--- config.mk ---
export PLATFORM = sky130hd
export DESIGN_NAME = fbpa_cmd_fifo
export DESIGN_NICKNAME = d
export VERILOG_FILES = /design/src/rtl/core/fbpa_pkg.sv /design/src/rtl/core/fbpa_cmd_fifo.sv
export SDC_FILE = /design/constraint.sdc
export NUM_CORES = 1
export LEC_CHECK = 0
export ABC_AREA = 1
export ABC_CLOCK_PERIOD_IN_PS = 2780
export BUFFER_PORTS_ARGS = -buffer_cell sky130_fd_sc_hd__buf_2
export CELL_PAD_IN_SITES_DETAIL_PLACEMENT = 1
export CELL_PAD_IN_SITES_GLOBAL_PLACEMENT = 1
export CORE_MARGIN = 2
export CORE_UTILIZATION = 43
export DETAILED_ROUTE_END_ITERATION = 6
export PLACE_DENSITY = 0.82
export SYNTH_ARGS = -nofsm -noshare
export SYNTH_HDL_FRONTEND = slang
export SYNTH_SLANG_ARGS = --single-unit
export TNS_END_PERCENT = 20
--- constraint.sdc ---
create_clock -name clk -period 2.78 [get_ports clk]
set_input_delay 0.417 -clock clk [delete_from_list [all_inputs] [get_ports clk]]
set_output_delay 0.417 -clock clk [all_outputs]
set_load 0.02 [all_outputs]
--- src/rtl/core/fbpa_pkg.sv ---
// Shared types and constants for the fixed block pool allocator.
// Depends on nothing; every other file in rtl/core refers to it by scoped names.

package fbpa_pkg;

  // Address width of the item fields and the base register.
  localparam int ADDR_W = 32;
  // Chunk size is the header plus up to 65535 item bytes.
  localparam int CHUNK_W = 17;

  // Request opcodes.
  localparam logic OP_ALLOC = 1'b0;
  localparam logic OP_FREE  = 1'b1;

  // Result status codes.
  localparam logic [1:0] ST_OK      = 2'd0;
  localparam logic [1:0] ST_EMPTY   = 2'd1;
  localparam logic [1:0] ST_INVALID = 2'd2;
  localparam logic [1:0] ST_BADADDR = 2'd3;

  // Register indexes on the configuration port.
  localparam logic [1:0] REG_BASE    = 2'd0;
  localparam logic [1:0] REG_SLOTS   = 2'd1;
  localparam logic [1:0] REG_ITEM    = 2'd2;
  localparam logic [1:0] REG_ENABLE  = 2'd3;

  // Command kinds passed from the front to the back.
  localparam logic [1:0] K_ALLOC  = 2'd0;
  localparam logic [1:0] K_FREE   = 2'd1;
  localparam logic [1:0] K_REJECT = 2'd2;

  // Command queue depth.
  localparam int CMDQ_DEPTH = 2;
  localparam int CMDQ_PTR_W = $clog2(CMDQ_DEPTH);
  localparam int CMDQ_CNT_W = $clog2(CMDQ_DEPTH + 1);

  typedef struct packed {
    logic              opcode;
    logic [ADDR_W-1:0] free_address;
  } in_item_t;

  typedef struct packed {
    logic [1:0]        status;
    logic [ADDR_W-1:0] item_address;
  } out_item_t;

  typedef struct packed {
    logic [ADDR_W-1:0] base_address;
    logic [10:0]       slot_count;
    logic [15:0]       item_bytes;
    logic              pool_enabled;
  } cfg_t;

  // A classified request: kind, status for a rejected one, and for a free
  // the byte offset of the address from the first item address.
  typedef struct packed {
    logic [1:0]        kind;
    logic [1:0]        status;
    logic [ADDR_W-1:0] rel;
  } cmd_t;

endpackage

--- src/rtl/core/fbpa_cmd_fifo.sv ---
// Short command queue between the front and the back of the allocator.
// Depends on fbpa_pkg for the command type and the depth.

module fbpa_cmd_fifo (
  input  logic           clk,
  input  logic           rst_n,
  input  logic           push,
  input  fbpa_pkg::cmd_t push_data,
  input  logic           pop,
  output fbpa_pkg::cmd_t pop_data,
  output logic           full,
  output logic           empty
);

  fbpa_pkg::cmd_t                 slot_r [fbpa_pkg::CMDQ_DEPTH];
  logic [fbpa_pkg::CMDQ_PTR_W-1:0] wr_ptr_r, wr_ptr_nxt;
  logic [fbpa_pkg::CMDQ_PTR_W-1:0] rd_ptr_r, rd_ptr_nxt;
  logic [fbpa_pkg::CMDQ_CNT_W-1:0] cnt_r, cnt_nxt;

  assign full     = cnt_r == fbpa_pkg::CMDQ_CNT_W'(fbpa_pkg::CMDQ_DEPTH);
  assign empty    = cnt_r == '0;
  assign pop_data = slot_r[rd_ptr_r];

  // Pointer wrap and occupancy.
  always_comb begin
    wr_ptr_nxt = wr_ptr_r;
    rd_ptr_nxt = rd_ptr_r;
    cnt_nxt    = cnt_r;
    if (push) begin
      wr_ptr_nxt = (wr_ptr_r == fbpa_pkg::CMDQ_PTR_W'(fbpa_pkg::CMDQ_DEPTH - 1)) ?
                   '0 : wr_ptr_r + 1'b1;
    end
    if (pop) begin
      rd_ptr_nxt = (rd_ptr_r == fbpa_pkg::CMDQ_PTR_W'(fbpa_pkg::CMDQ_DEPTH - 1)) ?
                   '0 : rd_ptr_r + 1'b1;
    end
    if (push && !pop) begin
      cnt_nxt = cnt_r + 1'b1;
    end else if (pop && !push) begin
      cnt_nxt = cnt_r - 1'b1;
    end
  end

  always_ff @(posedge clk) begin
    if (!rst_n) begin
      wr_ptr_r <= '0;
      rd_ptr_r <= '0;
      cnt_r    <= '0;
    end else begin
      wr_ptr_r <= wr_ptr_nxt;
      rd_ptr_r <= rd_ptr_nxt;
      cnt_r    <= cnt_nxt;
    end
  end

  always_ff @(posedge clk) begin
    if (push) begin
      slot_r[wr_ptr_r] <= push_data;
    end
  end

endmodule

[Word-level counts from Yosys, hierarchy flattened]
Memory sizes are Yosys's and may differ from the RTL's. A register that Yosys moved wholly into a read port is not among the register bits.
Index checks and enable logic that the tools add are counted.
Operators by class
  div/mod/pow operators: 0
  add/subtract/negate cells: 4
  muxes and demuxes: 8
  bitwise operators: 0
  multipliers: 0
  reductions and logical operators: 6
  equal/unequal tests: 1
  $lt $le $gt $ge: 0
  shift-type cells: 0
Operators with widths (number)
  two-way mux 1 bit: 6
  two-way mux 2 bit: 2
  adder 1 bit, second input constant: 2
  adder 2 x 1 -> 2 bit, second input constant: 1
  == test 2 bit, second input constant: 1
  logical AND 1 bit: 2
  zero test 1 bit: 2
  zero test 2 bit: 1
  nonzero test 2 bit: 1
  subtractor 2 x 1 -> 2 bit, second input constant: 1
Storage, ports and cells
  logic and storage cells: 23
  bits in latches: 0
  memory bits (writable): 72
  memories: 1
  bits in registers: 4
  memory bits (read-only): 0
Memory list
  slot_r: words 2, width 36, rd ports 1, clocked after Yosys merged registers in 1, write ports 1, RTL line fbpa_cmd_fifo.sv:15  | fbpa_pkg::cmd_t slot_r [fbpa_pkg::CMDQ_DEPTH];

[Logic depth before layout (Yosys ltp)]
  word-level depth: 4
  depth in mapped cells: 8
  depth with buffers taken out: 8

[Worst setup path before layout]
OpenSTA, ideal clock, no wires.
  kind: in2reg
  start: input push
  end: memory slot_r[0][0] in the netlist's numbering (enable)
  slack: 0.377 ns
  data required time: 2.350 ns
  stages on the path: 2
  arrival: 1.973 ns
  path through: inv_1 -> nor2_1
Between the ends
  cells in the longest elaborated chain, start to end: 2
RTL lines
  start, declared: RTL line fbpa_cmd_fifo.sv:7  | input logic push,
  two-way mux 1 bit: RTL line fbpa_cmd_fifo.sv:57  | if (push) begin
  two-way mux 1 bit (not written as such): RTL line fbpa_cmd_fifo.sv:58  | slot_r[wr_ptr_r] <= push_data;
  end, declared: RTL line fbpa_cmd_fifo.sv:15
No other way between the ends.

==> results.toml <==
[status]
status = "complete, no violations"

[timing]
slew-limit-headroom_pct = 67.1
rsz0062_at_grt = "false"
fmax_mhz = 526
tns_ns = 0
slew_viol_final = 0
worst_pin_slew_ns = 0.493
setup_viol = 0
hold_viol_final = 0
worst_slack_ns = 0.877
post-route-period-util_pct = 68.4
skew_ns = 0.00666
period_needed_ns = 1.90

[clock_tree]
cts.sinks = 77
cts_buffers = 9
postCtsSetupBuffers = 0
insertion_delay_ns = 0.34
cts_tree = "done"
cts_resized = 0
cts_hold_buf = 0
root_buffer = "clkbuf_8"
clockBufferDepth = 2
clkSlewWorstSetupHoldPaths_ns = 0.08
htree_levels = 3

[grt]
grt-ovfl-total = 0
grt_pass1_vias = 1589
grt_usage_pct = 14.5
antenna_found_initial = 0
grt_pass1_wl_mm = 8.02
grt_max_degree = 37

[finish]
nets = 275
antenna_cells = 0
syn2layout_area_growth_pct = 22.6
drive_gt1_share_pct = 56.1

[floorplanning]
initial_core_util_pct = 44.1
die_area_sq_um = 7610
core_sq_um = 6760
dieHeight_microns = 87.2
rows = 30
fp.dieW_microns = 87.2
ios = 78

[worst_setup_path]
worstSetupPathType = "flop to output port"
worstSetupStartpointType = "flop"
critical_path_arrival_ns = 1.49
end_kind = "output port"
cp.required_ns = 2.36
path_max_fanout = 36
reg2reg_depth = 3

[route]
drtPass1Iterations = 4
drcViolationCount = 0
vias = 1499
drt-vias-per-instance = 4.70
ant_nets = 0
drt_iter0_markers = 35
post_drt_wl_per_cell_microns = 16.6
drt_wl_total_mm = 5.31

[place]
place_congestion = 0.705
place_worst_setup_slack_ns = 1.21
dp_hpwl_mm = 3.66
portBuffers = 77

[yosys]
seq_area_frac_synth_pct = 75.9
ys_ff_latch = 77
synth_fp_nets = 188
netlist_area_sq_um = 2980
syn_area_per_cell_sq_um = 20.3
yosysWarningCount = 0
yosysTopAreaCell = "edfxtp_1"
synthDistinctLibCells = 14
synth_top_area_share_pct = 72.6
synth.top_cells.by_area = "edfxtp_1, mux2_4, dfxtp_1"
synth_edf_count = 72
synth.most_common_cell = "edfxtp_1"
ys_async_sr_fraction_pct = 0
synthTopCellsByCount = "edfxtp_1, mux2_4, nor2_1"
synth_cells = 147
synth_ff_type = "edfxtp_1"

[pwr]
clockPowerShare_pct = 34.8
combPwrFrac_pct = 12.1
p_leak_nw = 1.49
sw_frac_of_total_pct = 22.8
power_mw = 2.56
power_density_nw_per_um2 = 700
seqPwrFrac_pct = 53.1
power_switching_mw = 0.582
intPower_mw = 1.97
ir_drop_uv = 300

[min_path]
hold_class = "primary input to flop"
whs_path_depth = 1

[run]
cap_viol_max_count = 0
layout by cell type, fill, tap and decap left out, drive strengths merged:
| master | instances |
|---|---|
| buf | 80 |
| a21oi | 1 |
| nand3 | 1 |
| clkbuf | 9 |
| dfxtp | 5 |
| mux2 | 36 |
| ha | 1 |
| edfxtp | 72 |
| clkinv | 3 |
| nand4 | 1 |
| clkinvlp | 2 |
| o21ai | 1 |
| nand2 | 8 |
| bufinv | 2 |
| inv | 8 |
| nor2 | 9 |
critical path, stage by stage, from the launching register on:
cell	delay (ns)
dfxtp_2	0.35
buf_12	0.26
mux2_2	0.37
buf_2	0.16
layer usage:
metal	wire length, microns	part of all wire (%)	GRT usage (%)	up-vias
li1	-	-	-	723
met1	2240	42	17.4	725
met2	2770	52	24.5	45
met3	231	4.4	4.08	6
met4	66	1.2	6.29	0
met5	0	0	0	-
registers in the layout, summed over array words and instances (netlist names), named ones only:
register  cells
rd_ptr_r      1
wr_ptr_r      1
slot_r       72
cnt_r         2
layout make-up:
| class | instances | area (sq um) |
|---|---|---|
| tap | 80 | 100 |
| sequential | 77 | 2260 |
| multi-input combinational | 58 | 623 |
| clock buffer | 9 | 124 |
| timing repair buffer | 80 | 420 |
| fill | 644 | 3110 |
| clock inverter | 7 | 90.1 |
| inverter | 8 | 30.0 |
power groups by stage:
| stage | sequential (mW) | clock (mW) | combinational [mW] |
|---|---|---|---|
| after floorplan | 1.38 | 0 | 0.219 |
| after global placement | 1.38 | 0 | 0.307 |
| after detailed placement | 1.38 | 0 | 0.317 |
| after CTS | 1.36 | 0.921 | 0.317 |
| after global routing | 1.36 | 0.965 | 0.334 |
| final | 1.36 | 0.889 | 0.310 |
logic make-up (layout without fill, tap and decap cells):
kind of cell	after synthesis	count (layout)	share of synthesized area, %
DFF	77	77	75.9
muxes	36	36	17.4
and+or+nand+nor	19	19	2.52
buffers and inverters	12	104	3.40
AOI/OAI and AO/OA	2	2	0.336
adders and majority gates	1	1	0.420
per-stage QoR:
step | utilization, % | std cells | area [sq um] | hold slack, ns
floorplan | - | 147 | 2980 | 0.463
global placement | 50.9 | 303 | 3440 | 0.478
detailed placement | 50.9 | 303 | 3440 | 0.496
CTS | 54.0 | 319 | 3650 | 0.240
global route | 54.0 | 319 | 3650 | 0.238
finish | 54.0 | 319 | 3650 | 0.263
worst paths after layout:
path                                             from                 endpoint  slack [ns]
worst max-delay path                             flop             pop_data[15]        0.88
worst min-delay path                    push_data[20]  slot_r[0][20]$_DFFE_PP_        0.26
worst max register to register  wr_ptr_r$_SDFFE_PN0P_  slot_r[1][13]$_DFFE_PP_        1.42
worst min register to register  rd_ptr_r$_SDFFE_PN0P_                     flop        0.51
(Power assumes the default switching activity.)
