[config.mk]
export PLATFORM = sky130hd
export DESIGN_NAME = fbpa_front
export DESIGN_NICKNAME = d
export VERILOG_FILES = /design/src/rtl/core/fbpa_pkg.sv /design/src/rtl/core/fbpa_front.sv
export SDC_FILE = /design/constraint.sdc
export NUM_CORES = 1
export LEC_CHECK = 0
export BUFFER_PORTS_ARGS = -buffer_cell sky130_fd_sc_hd__buf_2
export CAP_MARGIN = 30
export CORE_MARGIN = 1.5
export CORE_UTILIZATION = 50
export CTS_CLUSTER_DIAMETER = 30
export DETAILED_ROUTE_END_ITERATION = 8
export HOLD_SLACK_MARGIN = 0.12
export PLACE_DENSITY = 0.92
export REMOVE_ABC_BUFFERS = 1
export SYNTH_ARGS = -nofsm -noshare
export SYNTH_HDL_FRONTEND = slang
export SYNTH_SLANG_ARGS = --single-unit
[constraint.sdc]
create_clock -name clk -period 11.7 [get_ports clk]
set_input_delay 2.34 -clock clk [delete_from_list [all_inputs] [get_ports clk]]
set_output_delay 2.34 -clock clk [all_outputs]
set_load 0.005 [all_outputs]
[src/rtl/core/fbpa_pkg.sv]
// Shared types and constants for the fixed block pool allocator.
// Depends on nothing; every other file in rtl/core refers to it by scoped names.

package fbpa_pkg;

  // Address width of the item fields and the base register.
  localparam int ADDR_W = 32;
  // Chunk size is the header plus up to 65535 item bytes.
  localparam int CHUNK_W = 17;

  // Request opcodes.
  localparam logic OP_ALLOC = 1'b0;
  localparam logic OP_FREE  = 1'b1;

  // Result status codes.
  localparam logic [1:0] ST_OK      = 2'd0;
  localparam logic [1:0] ST_EMPTY   = 2'd1;
  localparam logic [1:0] ST_INVALID = 2'd2;
  localparam logic [1:0] ST_BADADDR = 2'd3;

  // Register indexes on the configuration port.
  localparam logic [1:0] REG_BASE    = 2'd0;
  localparam logic [1:0] REG_SLOTS   = 2'd1;
  localparam logic [1:0] REG_ITEM    = 2'd2;
  localparam logic [1:0] REG_ENABLE  = 2'd3;

  // Command kinds passed from the front to the back.
  localparam logic [1:0] K_ALLOC  = 2'd0;
  localparam logic [1:0] K_FREE   = 2'd1;
  localparam logic [1:0] K_REJECT = 2'd2;

  // Command queue depth.
  localparam int CMDQ_DEPTH = 2;
  localparam int CMDQ_PTR_W = $clog2(CMDQ_DEPTH);
  localparam int CMDQ_CNT_W = $clog2(CMDQ_DEPTH + 1);

  typedef struct packed {
    logic              opcode;
    logic [ADDR_W-1:0] free_address;
  } in_item_t;

  typedef struct packed {
    logic [1:0]        status;
    logic [ADDR_W-1:0] item_address;
  } out_item_t;

  typedef struct packed {
    logic [ADDR_W-1:0] base_address;
    logic [10:0]       slot_count;
    logic [15:0]       item_bytes;
    logic              pool_enabled;
  } cfg_t;

  // A classified request: kind, status for a rejected one, and for a free
  // the byte offset of the address from the first item address.
  typedef struct packed {
    logic [1:0]        kind;
    logic [1:0]        status;
    logic [ADDR_W-1:0] rel;
  } cmd_t;

endpackage

[src/rtl/core/fbpa_front.sv]
// Front end of the allocator: accepts request items and classifies them.
// Depends on fbpa_pkg; feeds fbpa_cmd_fifo.

module fbpa_front #(
  parameter int MAX_SLOTS    = 1024,
  parameter int HEADER_BYTES = 4
) (
  input  logic              clk,
  input  logic              rst_n,
  input  fbpa_pkg::cfg_t    cfg,
  input  logic              in_valid,
  output logic              in_stall,
  input  fbpa_pkg::in_item_t in_data,
  input  logic              q_full,
  output logic              q_push,
  output fbpa_pkg::cmd_t    q_data
);

  localparam int SLOT_W = $clog2(MAX_SLOTS);
  localparam int DW     = fbpa_pkg::ADDR_W + SLOT_W;

  logic                        st_valid_r, st_valid_nxt;
  logic                        st_op_r;
  logic [fbpa_pkg::ADDR_W-1:0] st_off_r;
  logic                        accept;
  logic [fbpa_pkg::CHUNK_W-1:0] chunk;
  logic [fbpa_pkg::ADDR_W-1:0] rel;
  logic                        hdr_ok;
  logic                        range_ok;

  // The stage holds one item; it stalls only while the queue is full.
  assign in_stall = st_valid_r && q_full;
  assign accept   = in_valid && !in_stall;
  assign q_push   = st_valid_r && !q_full;

  always_comb begin
    st_valid_nxt = st_valid_r;
    if (accept) begin
      st_valid_nxt = 1'b1;
    end else if (q_push) begin
      st_valid_nxt = 1'b0;
    end
  end

  always_ff @(posedge clk) begin
    if (!rst_n) begin
      st_valid_r <= 1'b0;
    end else begin
      st_valid_r <= st_valid_nxt;
    end
  end

  // Offset from the pool base is taken on entry, modulo the address width.
  always_ff @(posedge clk) begin
    if (accept) begin
      st_op_r  <= in_data.opcode;
      st_off_r <= in_data.free_address - cfg.base_address;
    end
  end

  // A free is plausible when the offset clears the first header and the
  // quotient by the chunk size fits the slot index.
  assign chunk    = fbpa_pkg::CHUNK_W'(HEADER_BYTES) + fbpa_pkg::CHUNK_W'(cfg.item_bytes);
  assign hdr_ok   = st_off_r >= fbpa_pkg::ADDR_W'(HEADER_BYTES);
  assign rel      = st_off_r - fbpa_pkg::ADDR_W'(HEADER_BYTES);
  assign range_ok = DW'(rel) < (DW'(chunk) << SLOT_W);

  // Classification into the command for the back end.
  always_comb begin
    q_data.rel    = rel;
    q_data.status = fbpa_pkg::ST_OK;
    priority if (!cfg.pool_enabled) begin
      q_data.kind   = fbpa_pkg::K_REJECT;
      q_data.status = fbpa_pkg::ST_INVALID;
    end else if (st_op_r == fbpa_pkg::OP_ALLOC) begin
      q_data.kind = fbpa_pkg::K_ALLOC;
    end else if (hdr_ok && range_ok) begin
      q_data.kind = fbpa_pkg::K_FREE;
    end else begin
      q_data.kind   = fbpa_pkg::K_REJECT;
      q_data.status = fbpa_pkg::ST_BADADDR;
    end
  end

endmodule

# After elaboration in Yosys (flattened, before gate mapping)
# Cells that the tools add are included.
# word_totals
register_bits	34
n_memories	0
input_bits	97
mem_bits_rw	0
rom_bits	0
out_inout_bits	38
latchBits	0
wordCells	22
# op_classes
n_lt_le_gt_ge	2
n_addsub	3
bitwise	0
n_eq_ne	0
n_shift	0
reduce_logical	7
mux	7
n_div	0
multipliers	0
# op_table
op	count
32-bit by 3-bit greater-or-equal comparator with 1-bit output, second input constant	1
32-bit by 27-bit < comparator with 1-bit output	1
32-bit by 3-bit subtractor with 32-bit output, second input constant	1
32-bit subtractor	1
3-bit by 16-bit adder with 17-bit output, first input constant	1
2-bit 2-to-1 mux	4
1-bit logical AND	4
4-bit 2-to-1 mux	1
1-bit zero test	2
1-bit 2-to-1 mux	2
2-bit nonzero test	1

# Depth between registers and ports, before layout
# depth
depth_word	6
ltp_mapped	16
ltp_nobuf	15

# Least setup slack after synthesis
# Ideal clock, no wire load.
# synth_timing
kind	input to output
startpoint	in cfg[6] (netlist name)
endpoint	out q_data[35] (netlist name)
arrival_time_ps	4634
setup_slack_ps	4726
path_stages	13
required_time_ps	9360
n_path_buf	1
path_cell_list	and3_1 -> and2_1 -> nand3_1 -> nor2_1 -> nand2_1 -> xor2_1 -> ha_1 -> a21o_1 -> a2111oi_0 -> o211ai_1 -> nor4b_4 -> o21ai_1 -> buf_4
# synth_lines
element	line_no	source
start, declared	fbpa_front.sv:10	input fbpa_pkg::cfg_t cfg,
end, declared	fbpa_front.sv:16	output fbpa_pkg::cmd_t q_data

==> run metrics <==
Unique masters post-synth=58; final non-filler cell total=679; initial DRC count=153; largest net degree at the start of global routing=34; number of synthesized register bits=34; run status=finished clean; Critical Path Stages=14; GRT Util Overall=21.4%; count of pins over their slew limit=0; WP data arrival=5.09 ns; commonest non-fill, non-tap cell in the layout=buf_2; yosys warns=0; Inst Count DP=671; CP cell instances=buf_2, and3_1, and2_1, nand3_1, nor2_1, nand2_1, xor2_1, ha_1, a21o_1, a2111oi_0, o211ai_1, nor4b_4, and3_1, buf_2; CP endpoint kind=primary output; R2R Setup Slk=10.41 ns; CTS H-tree lvls=2; ys flop type=edfxtp_1; max_cap viols=0; RePlAce Congestion=0.850; Synth Area per Inst=8.61 um2; CP max FO=4; Worst-Margin Slew=0.961 ns; worst reg2reg path endpoint=st_off_r[20]; drt total wl=9.14 mm; WP buf/inv=2; initial core utilization=51.0%; crit path launch=cfg[5]; Lkg Pwr=2.23 nW; hold_buf cts=0; clk_skew=0.00449 ns; wire per inst=13.5 um; design area=4690 um2; core box area=7650 um2; proportion of layout cells with a drive suffix above 1=24.8%; row cnt=32; Async S/R FF share, synth=0%; register area share after synthesis=25.9%; CTS tree=yes; clock-pin slew on the worst setup and hold paths=0.06 ns; die footprint=8340 um2; HP Class=reg2reg; reg2reg start=st_valid_r; Clock Latency Late Sink=0.27 ns; Fin. Hold Viols=0; die width=91.3 um; power density over the cells=92.2 nW/um2; most frequent cells in the layout=buf_2, inv_1, ha_1; slowest stage cell, crit path=a2111oi_0; Post-synth EDFFs=33; post-DP HPWL=7.72 mm; die height=91.3 um; delay-heaviest family, CP=simple AND/OR/NAND/NOR gates; Worst Setup Path Type=in2out; first-pass GRT wire length=14.9 mm; CP required=9.36 ns; fillcell total=643; unrepaired setup endpoints after global routing=no; Setup crit start kind=primary input; Synth Instances=453; # setup viols final=0; Final Cycle Share=63.5%; Max Buffers Root-to-Sink=2; IO Pins=135; first-pass detailed-route iteration total=4; total setup buffers inserted after CTS=0; setup_tns=0 ns; Syn-to-layout area delta=20.1%; clock sink total=34; Pwr Total=0.432 mW; CTS Root Cell=clkbuf_8; GRT overflow=0; placed cell area=4600 um2; Final Hold Slack=0.637 ns; DR vias/cell=5.58; ANT cells=0; I/O Buffers=123; cts repair resizes=0; Setup crit end=q_data[34]; peak supply drop=0.0444 mV; vias in the first global route=3,599; Max Fclk=135 MHz; vias after detailed routing=3,792; number of remaining DRC errors=0; Rel. slew slack=34.3%; final net count=723; initial antenna violation count=0; CTS Buf Count=5; Post-Syn Area=3900 um2; r2r worst-path depth=3; Period minus WS final=7.43 ns; Routed Antenna Nets=0; Largest stage delay, worst path=0.41 ns
## area by class of cell
class	count	area (um2)	share of cell area [%]
Multi-Input combinational cell	361	2660	56.7
Sequential cell	34	1010	21.6
Timing Repair Buffer	124	623	13.3
Inverter	50	188	4.01
Tap cell	102	128	2.72
Clock buffer	6	72.6	1.55
Clock inverter	2	8.76	0.187
## synth_stat cells (4+ instances only)
cell type | instances | share of area [%]
nor2b_1 | 6 | 0.96
ha_1 | 49 | 16
xnor2_1 | 30 | 6.7
nand2_1 | 26 | 2.5
clkbuf_1 | 4 | 0.38
or3_1 | 4 | 0.64
inv_1 | 50 | 4.8
edfxtp_1 | 33 | 25
nor3_1 | 11 | 1.4
nand2b_1 | 4 | 0.64
nor2_1 | 34 | 3.3
o21ai_0 | 17 | 2.2
a21oi_1 | 30 | 3.8
xor2_1 | 31 | 7.0
nor4_1 | 4 | 0.64
o21a_1 | 9 | 1.7
o211ai_1 | 9 | 1.7
nand4_1 | 8 | 1.3
and3_1 | 6 | 0.96
nand3_1 | 15 | 1.9
a21o_1 | 11 | 2.1
## routing by layer
layer / GRT usage [%] / wire, um / up-vias
li1: - / - / 1885
met2: 37.9 / 4400 / 152
met1: 26.3 / 4000 / 1730
met4: 9.90 / 259 / 0
met3: 1.76 / 484 / 25
met5: 0 / 0 / -
## flip-flops by register name, indices dropped and copies added (netlist names)
signal,count
st_valid_r,1
st_op_r,1
st_off_r,32
## report_power, final
part	internal [mW]	switching (mW)
clock	0.0408	0.0374
sequential	0.157	0.0134
combinational	0.0849	0.0985
## logic make-up (layout without fill, tap and decap cells)
family	count (synthesis)	count (layout)	synth area share, %
simple gates	141	141	19.4
compound gates	107	107	18.0
fa+ha+maj	50	50	16.2
buf+inv	58	182	6.06
mux	1	1	0.257
flops	34	34	25.9
xor+xnor	62	62	14.1
## worst reg2reg max path: stages, from the launching register on
cell     delay [ns]
dfxtp_1        0.30
and2_1         0.16
nor2b_2        0.11
buf_4          0.36
## stage by stage
| step | setup slack [ns] | utilization (%) |
|---|---|---|
| 2_1_floorplan | 4.79 | - |
| 3_3_place_gp | 4.43 | 60.2 |
| 3_5_place_dp | 4.34 | 60.2 |
| 4_1_cts | 4.31 | 61.3 |
| 5_1_grt | 3.89 | 61.3 |
| 6_report | 4.27 | 61.3 |
## worst min path at each step
| stage | startpoint | end | slack, ns | cells past startpoint |
|---|---|---|---|---|
| global route | st_valid_r | st_valid_r | 0.69 | 2 |
| finish | st_valid_r | st_valid_r | 0.64 | 2 |
| CTS | st_valid_r | st_valid_r | 0.65 | 2 |
| global placement | st_valid_r | st_valid_r | 0.59 | 2 |
| detailed placement | st_valid_r | st_valid_r | 0.63 | 2 |
| floorplan | st_valid_r | st_valid_r | 0.59 | 2 |
Note: power is estimated with default switching activity, not from simulation.
